==> config.mk <==
export PLATFORM = sky130hd
export DESIGN_NAME = touch_event_tracker_affine
export DESIGN_NICKNAME = d
export VERILOG_FILES = /design/src/sv/teta_pkg.sv /design/src/sv/touch_event_tracker_affine.sv /design/src/sv/teta_mac.sv /design/src/sv/teta_div.sv
export VERILOG_INCLUDE_DIRS = /design/src /design/src/sv
export SDC_FILE = /design/constraint.sdc
export NUM_CORES = 2
export LEC_CHECK = 0
export BUFFER_PORTS_ARGS = -buffer_cell sky130_fd_sc_hd__buf_2
export CAP_MARGIN = 0
export CORE_ASPECT_RATIO = 1.2
export CORE_MARGIN = 5
export CORE_UTILIZATION = 46
export CTS_CLUSTER_DIAMETER = 150
export CTS_CLUSTER_SIZE = 24
export DETAILED_ROUTE_END_ITERATION = 10
export SYNTH_ARGS = -nofsm -noshare
export SYNTH_HDL_FRONTEND = slang
export SYNTH_SLANG_ARGS = --single-unit
==> constraint.sdc <==
create_clock -name clk -period 8.02 [get_ports clk]
set_input_delay 1.604 -clock clk [delete_from_list [all_inputs] [get_ports clk]]
set_output_delay 1.604 -clock clk [all_outputs]
set_load 0.02 [all_outputs]
==> src/sv/touch_event_tracker_affine_defines.svh <==
// Assertion macros for the touch event tracker.
// Used by the top level; expects clk and rst in scope.
`ifndef TOUCH_EVENT_TRACKER_AFFINE_DEFINES_SVH
`define TOUCH_EVENT_TRACKER_AFFINE_DEFINES_SVH

// Antecedent implies consequent in the same cycle.
`define TETA_ASSERT_NOW(lbl, ante, cons, msg) \
  lbl: assert property (@(posedge clk) disable iff (rst) (ante) |-> (cons)) \
    else $error(msg);

// Antecedent implies consequent in the next cycle.
`define TETA_ASSERT_NEXT(lbl, ante, cons, msg) \
  lbl: assert property (@(posedge clk) disable iff (rst) (ante) |=> (cons)) \
    else $error(msg);

`endif

==> src/sv/teta_pkg.sv <==
// Shared types and constants for the touch event tracker.
// No dependencies; used by every module of the block.
package teta_pkg;

  localparam int GAIN_W    = 32;
  localparam int DIV_W     = 31;
  localparam int CFG_IDX_W = 3;

  localparam logic signed [GAIN_W-1:0] RST_X_FROM_X = 32'sd8305;
  localparam logic signed [GAIN_W-1:0] RST_X_FROM_Y = -32'sd5;
  localparam logic signed [GAIN_W-1:0] RST_X_OFFSET = -32'sd1442028;
  localparam logic signed [GAIN_W-1:0] RST_Y_FROM_X = -32'sd67;
  localparam logic signed [GAIN_W-1:0] RST_Y_FROM_Y = 32'sd5075;
  localparam logic signed [GAIN_W-1:0] RST_Y_OFFSET = -32'sd1893492;
  localparam logic [DIV_W-1:0]         RST_DIVISOR  = 31'd65536;

  typedef enum logic [1:0] {
    EV_NONE = 2'd0,
    EV_DOWN = 2'd1,
    EV_MOVE = 2'd2,
    EV_UP   = 2'd3
  } event_t;

  typedef enum logic [CFG_IDX_W-1:0] {
    REG_X_FROM_X = 3'd0,
    REG_X_FROM_Y = 3'd1,
    REG_X_OFFSET = 3'd2,
    REG_Y_FROM_X = 3'd3,
    REG_Y_FROM_Y = 3'd4,
    REG_Y_OFFSET = 3'd5,
    REG_DIVISOR  = 3'd6
  } cfg_reg_t;

  typedef struct packed {
    logic mul_en;
    logic acc_load;
    logic acc_add;
  } mac_ctl_t;

  typedef enum logic [2:0] {
    DIV_IDLE,
    DIV_ABS,
    DIV_CHECK,
    DIV_RUN,
    DIV_FIX
  } div_state_t;

  typedef enum logic [2:0] {
    ST_IDLE,
    ST_MUL_A,
    ST_MUL_B,
    ST_SUM,
    ST_DIV_GO,
    ST_DIV_WAIT,
    ST_DECIDE,
    ST_EMIT
  } seq_state_t;

endpackage

==> src/sv/touch_event_tracker_affine.sv <==
// Top level of the touch event tracker: sequencer, calibration registers and event state.
// Depends on teta_pkg, teta_mac, teta_div and touch_event_tracker_affine_defines.svh.
//
// Input transactions arrive on s_axis: tdata carries the raw x and y samples, tuser
// the pen-up flag. Each accepted transaction produces exactly one output transaction
// on m_axis: tuser carries the event code, tdata the corrected x and y position.
// Calibration registers are written through cfg_we, cfg_index and cfg_data; the user
// must write them only while the block is idle, the block itself does not enforce it.
// An index beyond the divisor is ignored, and a divisor of zero acts as one.
// A pen-up or a dropped first sample goes from acceptance straight to ST_EMIT and
// the output register. A mapped sample runs each coordinate through ST_MUL_A, ST_MUL_B
// and ST_SUM on the shared multiply-accumulate unit, then through the shared
// one-bit-per-cycle divider, which skips its divide steps when the coordinate
// overflows at its range check. s_axis_tready is high only while the sequencer idles.
// A finished result sits in the output register until taken; the next input can be
// accepted meanwhile, and its own result waits for the register to free up.
// Reset is synchronous and restores the default calibration, clears the event state
// and arms the drop of the first sample.
`include "touch_event_tracker_affine_defines.svh"

module touch_event_tracker_affine #(
  parameter int SAMPLE_BITS = 12,
  parameter int COORD_BITS  = 16
) (
  input  logic                                     clk,
  input  logic                                     rst,
  input  logic                                     cfg_we,
  input  logic [teta_pkg::CFG_IDX_W-1:0]           cfg_index,
  input  logic [teta_pkg::GAIN_W-1:0]              cfg_data,
  input  logic                                     s_axis_tvalid,
  output logic                                     s_axis_tready,
  // x_sample, y_sample, zero pad
  input  logic [((2*SAMPLE_BITS+7)/8)*8-1:0]       s_axis_tdata,
  // pen_up
  input  logic [0:0]                               s_axis_tuser,
  output logic                                     m_axis_tvalid,
  input  logic                                     m_axis_tready,
  // x_position, y_position, zero pad
  output logic [((2*COORD_BITS+7)/8)*8-1:0]        m_axis_tdata,
  // event_res
  output logic [1:0]                               m_axis_tuser
);

  localparam int OUT_W = ((2*COORD_BITS+7)/8)*8;
  localparam int ACC_W = teta_pkg::GAIN_W + SAMPLE_BITS + 2;

  teta_pkg::seq_state_t state, state_next;

  logic signed [teta_pkg::GAIN_W-1:0] x_from_x, x_from_y, x_offset;
  logic signed [teta_pkg::GAIN_W-1:0] y_from_x, y_from_y, y_offset;
  logic        [teta_pkg::DIV_W-1:0]  divisor;

  logic [SAMPLE_BITS-1:0]       rx, ry;
  logic                         sel;
  logic signed [COORD_BITS-1:0] cx, cy;
  logic signed [COORD_BITS-1:0] last_x, last_y;
  logic signed [COORD_BITS-1:0] report_x, report_y;
  logic                         pen_is_down;
  logic                         skip_next_sample;
  teta_pkg::event_t             report_event;

  logic                         s_accept;
  logic                         pen_up;
  logic                         out_free;
  teta_pkg::mac_ctl_t           mac_ctl;
  logic signed [teta_pkg::GAIN_W-1:0] mac_gain;
  logic [SAMPLE_BITS-1:0]       mac_sample;
  logic signed [teta_pkg::GAIN_W-1:0] mac_offset;
  logic signed [ACC_W-1:0]      acc;
  logic                         div_start;
  logic                         div_done;
  logic signed [COORD_BITS-1:0] div_q;
  logic                         out_load;

  assign s_axis_tready = (state == teta_pkg::ST_IDLE);
  assign s_accept      = s_axis_tvalid && s_axis_tready;
  assign pen_up        = s_axis_tuser[0];
  assign out_free      = !m_axis_tvalid || m_axis_tready;
  assign mac_offset    = sel ? y_offset : x_offset;

  teta_mac #(.SAMPLE_BITS(SAMPLE_BITS)) u_mac (
    .clk    (clk),
    .ctl    (mac_ctl),
    .gain   (mac_gain),
    .sample (mac_sample),
    .offset (mac_offset),
    .acc    (acc)
  );

  teta_div #(.SAMPLE_BITS(SAMPLE_BITS), .COORD_BITS(COORD_BITS)) u_div (
    .clk      (clk),
    .rst      (rst),
    .start    (div_start),
    .dividend (acc),
    .divisor  (divisor),
    .done     (div_done),
    .quotient (div_q)
  );

  always_comb begin
    state_next = state;
    unique case (state)
      teta_pkg::ST_IDLE: begin
        if (s_accept) begin
          state_next = (pen_up || skip_next_sample) ? teta_pkg::ST_EMIT : teta_pkg::ST_MUL_A;
        end
      end
      teta_pkg::ST_MUL_A:  state_next = teta_pkg::ST_MUL_B;
      teta_pkg::ST_MUL_B:  state_next = teta_pkg::ST_SUM;
      teta_pkg::ST_SUM:    state_next = teta_pkg::ST_DIV_GO;
      teta_pkg::ST_DIV_GO: state_next = teta_pkg::ST_DIV_WAIT;
      teta_pkg::ST_DIV_WAIT: begin
        if (div_done) begin
          state_next = sel ? teta_pkg::ST_DECIDE : teta_pkg::ST_MUL_A;
        end
      end
      teta_pkg::ST_DECIDE: state_next = teta_pkg::ST_EMIT;
      teta_pkg::ST_EMIT:   if (out_free) state_next = teta_pkg::ST_IDLE;
      default:             state_next = teta_pkg::ST_IDLE;
    endcase
  end

  always_comb begin
    mac_ctl    = '0;
    mac_gain   = sel ? y_from_x : x_from_x;
    mac_sample = rx;
    div_start  = 1'b0;
    out_load   = 1'b0;
    unique case (state)
      teta_pkg::ST_MUL_A: begin
        mac_ctl.mul_en = 1'b1;
      end
      teta_pkg::ST_MUL_B: begin
        mac_ctl.mul_en   = 1'b1;
        mac_ctl.acc_load = 1'b1;
        mac_gain         = sel ? y_from_y : x_from_y;
        mac_sample       = ry;
      end
      teta_pkg::ST_SUM:    mac_ctl.acc_add = 1'b1;
      teta_pkg::ST_DIV_GO: div_start = 1'b1;
      teta_pkg::ST_EMIT:   out_load = out_free;
      default: ;
    endcase
  end

  always_ff @(posedge clk) begin
    if (rst) begin
      state            <= teta_pkg::ST_IDLE;
      x_from_x         <= teta_pkg::RST_X_FROM_X;
      x_from_y         <= teta_pkg::RST_X_FROM_Y;
      x_offset         <= teta_pkg::RST_X_OFFSET;
      y_from_x         <= teta_pkg::RST_Y_FROM_X;
      y_from_y         <= teta_pkg::RST_Y_FROM_Y;
      y_offset         <= teta_pkg::RST_Y_OFFSET;
      divisor          <= teta_pkg::RST_DIVISOR;
      sel              <= 1'b0;
      last_x           <= '0;
      last_y           <= '0;
      report_x         <= '0;
      report_y         <= '0;
      pen_is_down      <= 1'b0;
      skip_next_sample <= 1'b1;
      report_event     <= teta_pkg::EV_NONE;
      m_axis_tvalid    <= 1'b0;
    end else begin
      state <= state_next;

      if (cfg_we) begin
        unique case (teta_pkg::cfg_reg_t'(cfg_index))
          teta_pkg::REG_X_FROM_X: x_from_x <= $signed(cfg_data);
          teta_pkg::REG_X_FROM_Y: x_from_y <= $signed(cfg_data);
          teta_pkg::REG_X_OFFSET: x_offset <= $signed(cfg_data);
          teta_pkg::REG_Y_FROM_X: y_from_x <= $signed(cfg_data);
          teta_pkg::REG_Y_FROM_Y: y_from_y <= $signed(cfg_data);
          teta_pkg::REG_Y_OFFSET: y_offset <= $signed(cfg_data);
          teta_pkg::REG_DIVISOR: begin
            divisor <= (cfg_data[teta_pkg::DIV_W-1:0] == '0) ?
                       teta_pkg::DIV_W'(1) : cfg_data[teta_pkg::DIV_W-1:0];
          end
          default: ;
        endcase
      end

      if (s_accept) begin
        sel <= 1'b0;
        if (pen_up) begin
          report_event     <= pen_is_down ? teta_pkg::EV_UP : teta_pkg::EV_NONE;
          pen_is_down      <= 1'b0;
          skip_next_sample <= 1'b1;
          report_x         <= last_x;
          report_y         <= last_y;
        end else if (skip_next_sample) begin
          skip_next_sample <= 1'b0;
        end
      end

      if (state == teta_pkg::ST_DIV_WAIT && div_done && !sel) begin
        sel <= 1'b1;
      end

      if (state == teta_pkg::ST_DECIDE) begin
        if (!pen_is_down) begin
          pen_is_down  <= 1'b1;
          report_event <= teta_pkg::EV_DOWN;
          report_x     <= cx;
          report_y     <= cy;
        end else if (cx != last_x || cy != last_y) begin
          report_event <= teta_pkg::EV_MOVE;
          report_x     <= cx;
          report_y     <= cy;
        end
        last_x <= cx;
        last_y <= cy;
      end

      if (out_load) begin
        m_axis_tvalid <= 1'b1;
      end else if (m_axis_tready) begin
        m_axis_tvalid <= 1'b0;
      end
    end
  end

  always_ff @(posedge clk) begin
    if (s_accept) begin
      rx <= s_axis_tdata[SAMPLE_BITS-1:0];
      ry <= s_axis_tdata[2*SAMPLE_BITS-1:SAMPLE_BITS];
    end
    if (state == teta_pkg::ST_DIV_WAIT && div_done) begin
      if (sel) begin
        cy <= div_q;
      end else begin
        cx <= div_q;
      end
    end
    if (out_load) begin
      m_axis_tdata <= OUT_W'({report_y, report_x});
      m_axis_tuser <= report_event;
    end
  end

  `TETA_ASSERT_NOW(a_div_done_in_wait, div_done, state == teta_pkg::ST_DIV_WAIT, "divider finished outside its wait state")
  `TETA_ASSERT_NEXT(a_pen_up_rearms, s_accept && pen_up, skip_next_sample && !pen_is_down, "pen-up did not re-arm the sample drop")
  `TETA_ASSERT_NOW(a_down_needs_contact, state == teta_pkg::ST_EMIT && report_event == teta_pkg::EV_DOWN, pen_is_down, "down reported without contact")

endmodule

==> src/sv/teta_mac.sv <==
// Shared multiply-accumulate unit: one gain times one sample per cycle.
// Depends on teta_pkg for the gain width and the control struct.
module teta_mac #(
  parameter int SAMPLE_BITS = 12
) (
  input  logic                                             clk,
  input  teta_pkg::mac_ctl_t                               ctl,
  input  logic signed [teta_pkg::GAIN_W-1:0]               gain,
  input  logic        [SAMPLE_BITS-1:0]                    sample,
  input  logic signed [teta_pkg::GAIN_W-1:0]               offset,
  output logic signed [teta_pkg::GAIN_W+SAMPLE_BITS+1:0]   acc
);

  localparam int PROD_W = teta_pkg::GAIN_W + SAMPLE_BITS + 1;
  localparam int ACC_W  = PROD_W + 1;

  logic signed [PROD_W-1:0]    prod;
  logic signed [SAMPLE_BITS:0] samp_s;

  assign samp_s = $signed({1'b0, sample});

  always_ff @(posedge clk) begin
    if (ctl.mul_en) begin
      prod <= gain * samp_s;
    end
    if (ctl.acc_load) begin
      acc <= {{(ACC_W-teta_pkg::GAIN_W){offset[teta_pkg::GAIN_W-1]}}, offset}
             + {prod[PROD_W-1], prod};
    end else if (ctl.acc_add) begin
      acc <= acc + {prod[PROD_W-1], prod};
    end
  end

endmodule

==> src/sv/teta_div.sv <==
// Iterative signed divider with saturation to a signed coordinate, one quotient bit per cycle.
// Depends on teta_pkg for the divisor width and the state type.
module teta_div #(
  parameter int SAMPLE_BITS = 12,
  parameter int COORD_BITS  = 16
) (
  input  logic                                           clk,
  input  logic                                           rst,
  input  logic                                           start,
  input  logic signed [teta_pkg::GAIN_W+SAMPLE_BITS+1:0] dividend,
  input  logic        [teta_pkg::DIV_W-1:0]              divisor,
  output logic                                           done,
  output logic signed [COORD_BITS-1:0]                   quotient
);

  localparam int ACC_W = teta_pkg::GAIN_W + SAMPLE_BITS + 2;
  localparam int MAG_W = ACC_W - 1;
  localparam int HI_W  = MAG_W - COORD_BITS;
  localparam int CMP_W = (HI_W > teta_pkg::DIV_W) ? HI_W : teta_pkg::DIV_W;
  localparam int CNT_W = $clog2(COORD_BITS + 1);
  localparam logic [COORD_BITS-1:0] POS_LIM = {1'b0, {(COORD_BITS-1){1'b1}}};
  localparam logic [COORD_BITS-1:0] NEG_LIM = {1'b1, {(COORD_BITS-1){1'b0}}};

  teta_pkg::div_state_t state, state_next;

  logic [MAG_W-1:0]             mag;
  logic                         neg;
  logic                         ovf;
  logic [teta_pkg::DIV_W-1:0]   rem;
  logic [COORD_BITS-1:0]        low;
  logic [COORD_BITS-1:0]        quo;
  logic [CNT_W-1:0]             cnt;

  logic [ACC_W-1:0]             abs_val;
  logic [CMP_W-1:0]             hi_ext;
  logic                         over;
  logic [teta_pkg::DIV_W:0]     trial;
  logic [teta_pkg::DIV_W:0]     diff;
  logic                         fits;
  logic [COORD_BITS-1:0]        fix_val;
  logic                         ld_abs, ld_check, step, fix;

  assign abs_val = dividend[ACC_W-1] ? ACC_W'(-dividend) : ACC_W'(dividend);
  assign hi_ext  = CMP_W'(mag >> COORD_BITS);
  assign over    = hi_ext >= CMP_W'(divisor);
  assign trial   = {rem, low[COORD_BITS-1]};
  assign diff    = trial - {1'b0, divisor};
  assign fits    = trial >= {1'b0, divisor};

  always_comb begin
    if (neg) begin
      fix_val = (ovf || quo > NEG_LIM) ? NEG_LIM : COORD_BITS'(-quo);
    end else begin
      fix_val = (ovf || quo > POS_LIM) ? POS_LIM : quo;
    end
  end

  always_comb begin
    state_next = state;
    unique case (state)
      teta_pkg::DIV_IDLE:  if (start) state_next = teta_pkg::DIV_ABS;
      teta_pkg::DIV_ABS:   state_next = teta_pkg::DIV_CHECK;
      teta_pkg::DIV_CHECK: state_next = over ? teta_pkg::DIV_FIX : teta_pkg::DIV_RUN;
      teta_pkg::DIV_RUN:   if (cnt == CNT_W'(1)) state_next = teta_pkg::DIV_FIX;
      teta_pkg::DIV_FIX:   state_next = teta_pkg::DIV_IDLE;
      default:             state_next = teta_pkg::DIV_IDLE;
    endcase
  end

  always_comb begin
    ld_abs   = 1'b0;
    ld_check = 1'b0;
    step     = 1'b0;
    fix      = 1'b0;
    unique case (state)
      teta_pkg::DIV_IDLE:  ld_abs   = start;
      teta_pkg::DIV_ABS:   ld_check = 1'b1;
      teta_pkg::DIV_CHECK: ;
      teta_pkg::DIV_RUN:   step     = 1'b1;
      teta_pkg::DIV_FIX:   fix      = 1'b1;
      default:             ;
    endcase
  end

  always_ff @(posedge clk) begin
    if (rst) begin
      state <= teta_pkg::DIV_IDLE;
      done  <= 1'b0;
    end else begin
      state <= state_next;
      done  <= fix;
    end
  end

  always_ff @(posedge clk) begin
    if (ld_abs) begin
      mag <= abs_val[MAG_W-1:0];
      neg <= dividend[ACC_W-1];
    end
    if (ld_check) begin
      ovf <= over;
      rem <= hi_ext[teta_pkg::DIV_W-1:0];
      low <= mag[COORD_BITS-1:0];
      cnt <= CNT_W'(COORD_BITS);
    end else if (step) begin
      rem <= fits ? diff[teta_pkg::DIV_W-1:0] : trial[teta_pkg::DIV_W-1:0];
      low <= low << 1;
      quo <= {quo[COORD_BITS-2:0], fits};
      cnt <= cnt - CNT_W'(1);
    end
    if (fix) begin
      quotient <= $signed(fix_val);
    end
  end

endmodule

==> impl_metrics.csv <==
group,metric,value,unit
cells_and_area,nFillCells,9323,
synth,synthesis.nets,5699,
global_route,grt-ovfl-total,0,
worst_setup_path,critPathLaunchType,"flop",
global_route,grt_start_max_net_pins,107,
cells_and_area,drive_gt1_share,6.536,%
place,dp_hpwl,97940,um
timing,drv_slew,0,
global_route,grt_pass1_wl,200600,um
clocking,cts_sinks,612,
clocking,h-tree-depth,1,
place,port_buffers,100,
synth,seq_area_frac_synth,33.64,%
worst_setup_path,slowest_stage,"mux4_2",
timing,skew,27.04,ps
global_route,antenna_found_initial,10,
status,status,"complete, no violations",
place,place.gp.congestion,0.9094,
cells_and_area,final_nets,5639,
clocking,ctsRootBufferMaster,"clkbuf_16",
clocking,clk_latency,650,ps
route,drc_errors,0,
die,core,98220,um^2
synth,synth-edff-count,305,
place,dpl_cell_area,47320,um^2
timing,tightest_slew,1115,ps
timing,rsz0062_at_grt,"no",
die,fp.dieW,297.1,um
clocking,ctsHoldBuffers,0,
route,via_per_inst,5.569,
synth,yosys_warnings,0,
clocking,clockBufferDepth,3,
route,first_pass_iters,5,
synth,syn-instance-count,5040,
cells_and_area,final_cell_mix,"986 x nand2_1, 541 x inv_1, 380 x a21oi_1",
die,die_h,354.5,um
synth,synthesis.area,45500,um^2
cells_and_area,largest_reg_flops,46,
worst_setup_path,cp.required,8530,ps
worst_setup_path,cp_slowest_stage_delay,760,ps
route,num_vias,35020,
die,rows,126,
run,drv_cap,0,
route,route.detailed.wl_per_inst,20.56,um
clocking,tritoncts,"built",
worst_setup_path,arrival,8100,ps
worst_setup_path,critPathMaxFanout,17,
synth,synth_cell_types,78,
timing,setup_ws,428.1,ps
worst_setup_path,critPathCaptureType,"flop",
cells_and_area,syn2layout_area_growth,5.951,%
die,initial_core_util,46.32,%
worst_setup_path,path_class,"reg2reg",
cells_and_area,reg_top3,"u_mac.acc (46), u_div.mag (45), u_mac.prod (45)",
timing,period_minus_slack,7592,ps
die,ios,101,
route,drtIter0Drc,2579,
place,place_ws,139.3,ps
synth,avgSynthCellArea,9.027,um^2
route,ant_nets,0,
clocking,clkSlewWorstSetupHoldPaths,100,ps
cells_and_area,largest-register,"u_mac.acc",
global_route,grt_usage,24.00,%
synth,yosys_register_bits,612,
timing,finalCritPeriodShare,94.66,%
synth,postSynth.asyncResetShare,0,%
worst_setup_path,crit_chain,"inv_1, or3_4, buf_6, mux4_2, nor2b_1, fa_1, inv_1, fa_1, inv_1, fa_1, fa_1, inv_1, fa_1, inv_1, ha_1, nand4_1, nor2_1, o311ai_0, o21ai_1, a311oi_2, buf_4, o21a_1, or4_1, nand3_1",
clocking,numCtsBuffers,29,
hold_path,hold_class,"reg2reg",
timing,finalSetupViolCount,0,
timing,setup-tns-final,0,ps
timing,fmax,0.1317,GHz
cells_and_area,final_area,48200,um^2
route,drt_wl_total,129300,um
timing,final_hold_viol_count,0,
cells_and_area,mostFrequentLayoutCell,"nand2_1",
timing,relSlewSlack,25.67,%
global_route,grt_pass1_vias,34990,
die,die-area,105300,um^2
synth,synth_ff_type,"dfxtp_1",
==> routing by layer <==
| layer | global-route usage (%) | wire (um) |
|---|---|---|
| met5 | 0 | 35 |
| met4 | 9.075 | 5679 |
| met3 | 2.459 | 6831 |
| met2 | 42.98 | 64100 |
| met1 | 30.04 | 52670 |
==> worst max-delay path: cells and delay by family, from the launching register on <==
kind / cells / cell delay, ps
AO/OA/AOI/OAI: 4 / 1000
adder cells (fa/ha/maj): 6 / 2840
buffers and inverters: 7 / 970
flip-flops: 1 / 330
multiplexers: 1 / 760
AND/OR/NAND/NOR: 6 / 1540
==> what timing repair did <==
item,4_1_cts,5_1_grt
buffers inserted,0,1
setup endpoints to repair,0,7
hold endpoints to repair,0,0
gates resized for setup,0,6
==> worst paths after layout <==
check,from,end,slack [ps],cells past startpoint
worst max-delay path,state[1]$_SDFFE_PP0P_,u_mac.prod[44]$_DFFE_PP_,430,24
worst min-delay path,report_x[11]$_SDFF_PP0_,m_axis_tdata[11]$_DFFE_PP_,440,0
worst max register to register,state[1]$_SDFFE_PP0P_,u_mac.prod[44]$_DFFE_PP_,430,24
worst min register to register,report_x[11]$_SDFF_PP0_,m_axis_tdata[11]$_DFFE_PP_,440,0
==> synth_stat cells, drive strengths merged (6+ instances only) <==
library cell | count | area [um^2]
a211o | 8 | 70.07
a211oi | 21 | 157.7
a21o | 96 | 720.7
a21oi | 380 | 1902
a221o | 6 | 60.06
a221oi | 6 | 52.55
a311oi | 10 | 87.58
a31o | 9 | 78.83
a31oi | 19 | 118.9
and2 | 9 | 56.30
and3 | 24 | 150.1
buf | 39 | 187.7
clkbuf | 232 | 882.1
dfxtp | 307 | 6146
edfxtp | 305 | 9159
fa | 341 | 6827
ha | 253 | 3166
inv | 542 | 2034
mux2 | 36 | 405.4
mux2i | 57 | 570.6
mux4 | 23 | 518.0
nand2 | 988 | 3709
nand2b | 37 | 231.5
nand3 | 44 | 225.2
nand3b | 119 | 893.4
nand4 | 31 | 193.9
nor2 | 255 | 957.2
nor2b | 151 | 944.7
nor3 | 46 | 241.5
nor4 | 24 | 150.1
o211ai | 13 | 97.59
o21a | 26 | 195.2
o21ai | 171 | 855.8
o21bai | 30 | 225.2
o22ai | 7 | 43.79
o311ai | 13 | 113.9
o31ai | 30 | 252.7
o41ai | 7 | 61.31
or2 | 7 | 43.79
or3 | 32 | 205.2
or4 | 12 | 101.3
xnor2 | 135 | 1182
xor2 | 79 | 691.9
==> per-stage QoR <==
stage | cells | hold WS, ps | util, %
finish | 6288 | 437.7 | 49.08
global route | 6283 | 456.3 | 49.07
CTS | 6281 | 440.1 | 49.03
detailed placement | 6227 | 419.1 | 48.17
global placement | 6227 | 417.6 | 48.17
floorplan | 5040 | 402.7 | -
==> logic make-up (layout without fill, tap and decap cells) <==
logic type	after synthesis	after routing	synth area share, %
AO/OA/AOI/OAI	898	898	12.12
buffers and inverters	815	777	6.840
multiplexers	116	116	3.284
other	0	5	0
adder cells (fa/ha/maj)	594	594	21.96
AND/OR/NAND/NOR	1791	1792	18.04
flip-flops	612	612	33.64
XOR/XNOR	214	214	4.120
==> cell type report <==
type	count	area, um^2	area share (%)
sequential	612	15310	31.75
antenna	5	12.51	0.02596
inverter	544	2042	4.236
multi-input combinational	3614	27260	56.55
clock buffer	52	812.0	1.685
timing repair buffer	179	1147	2.380
tap	1280	1602	3.322
clock inverter	2	25.02	0.05191
Power is not shown: default switching activity piles up to over one toggle a cycle in this logic, so the estimate is an artifact.
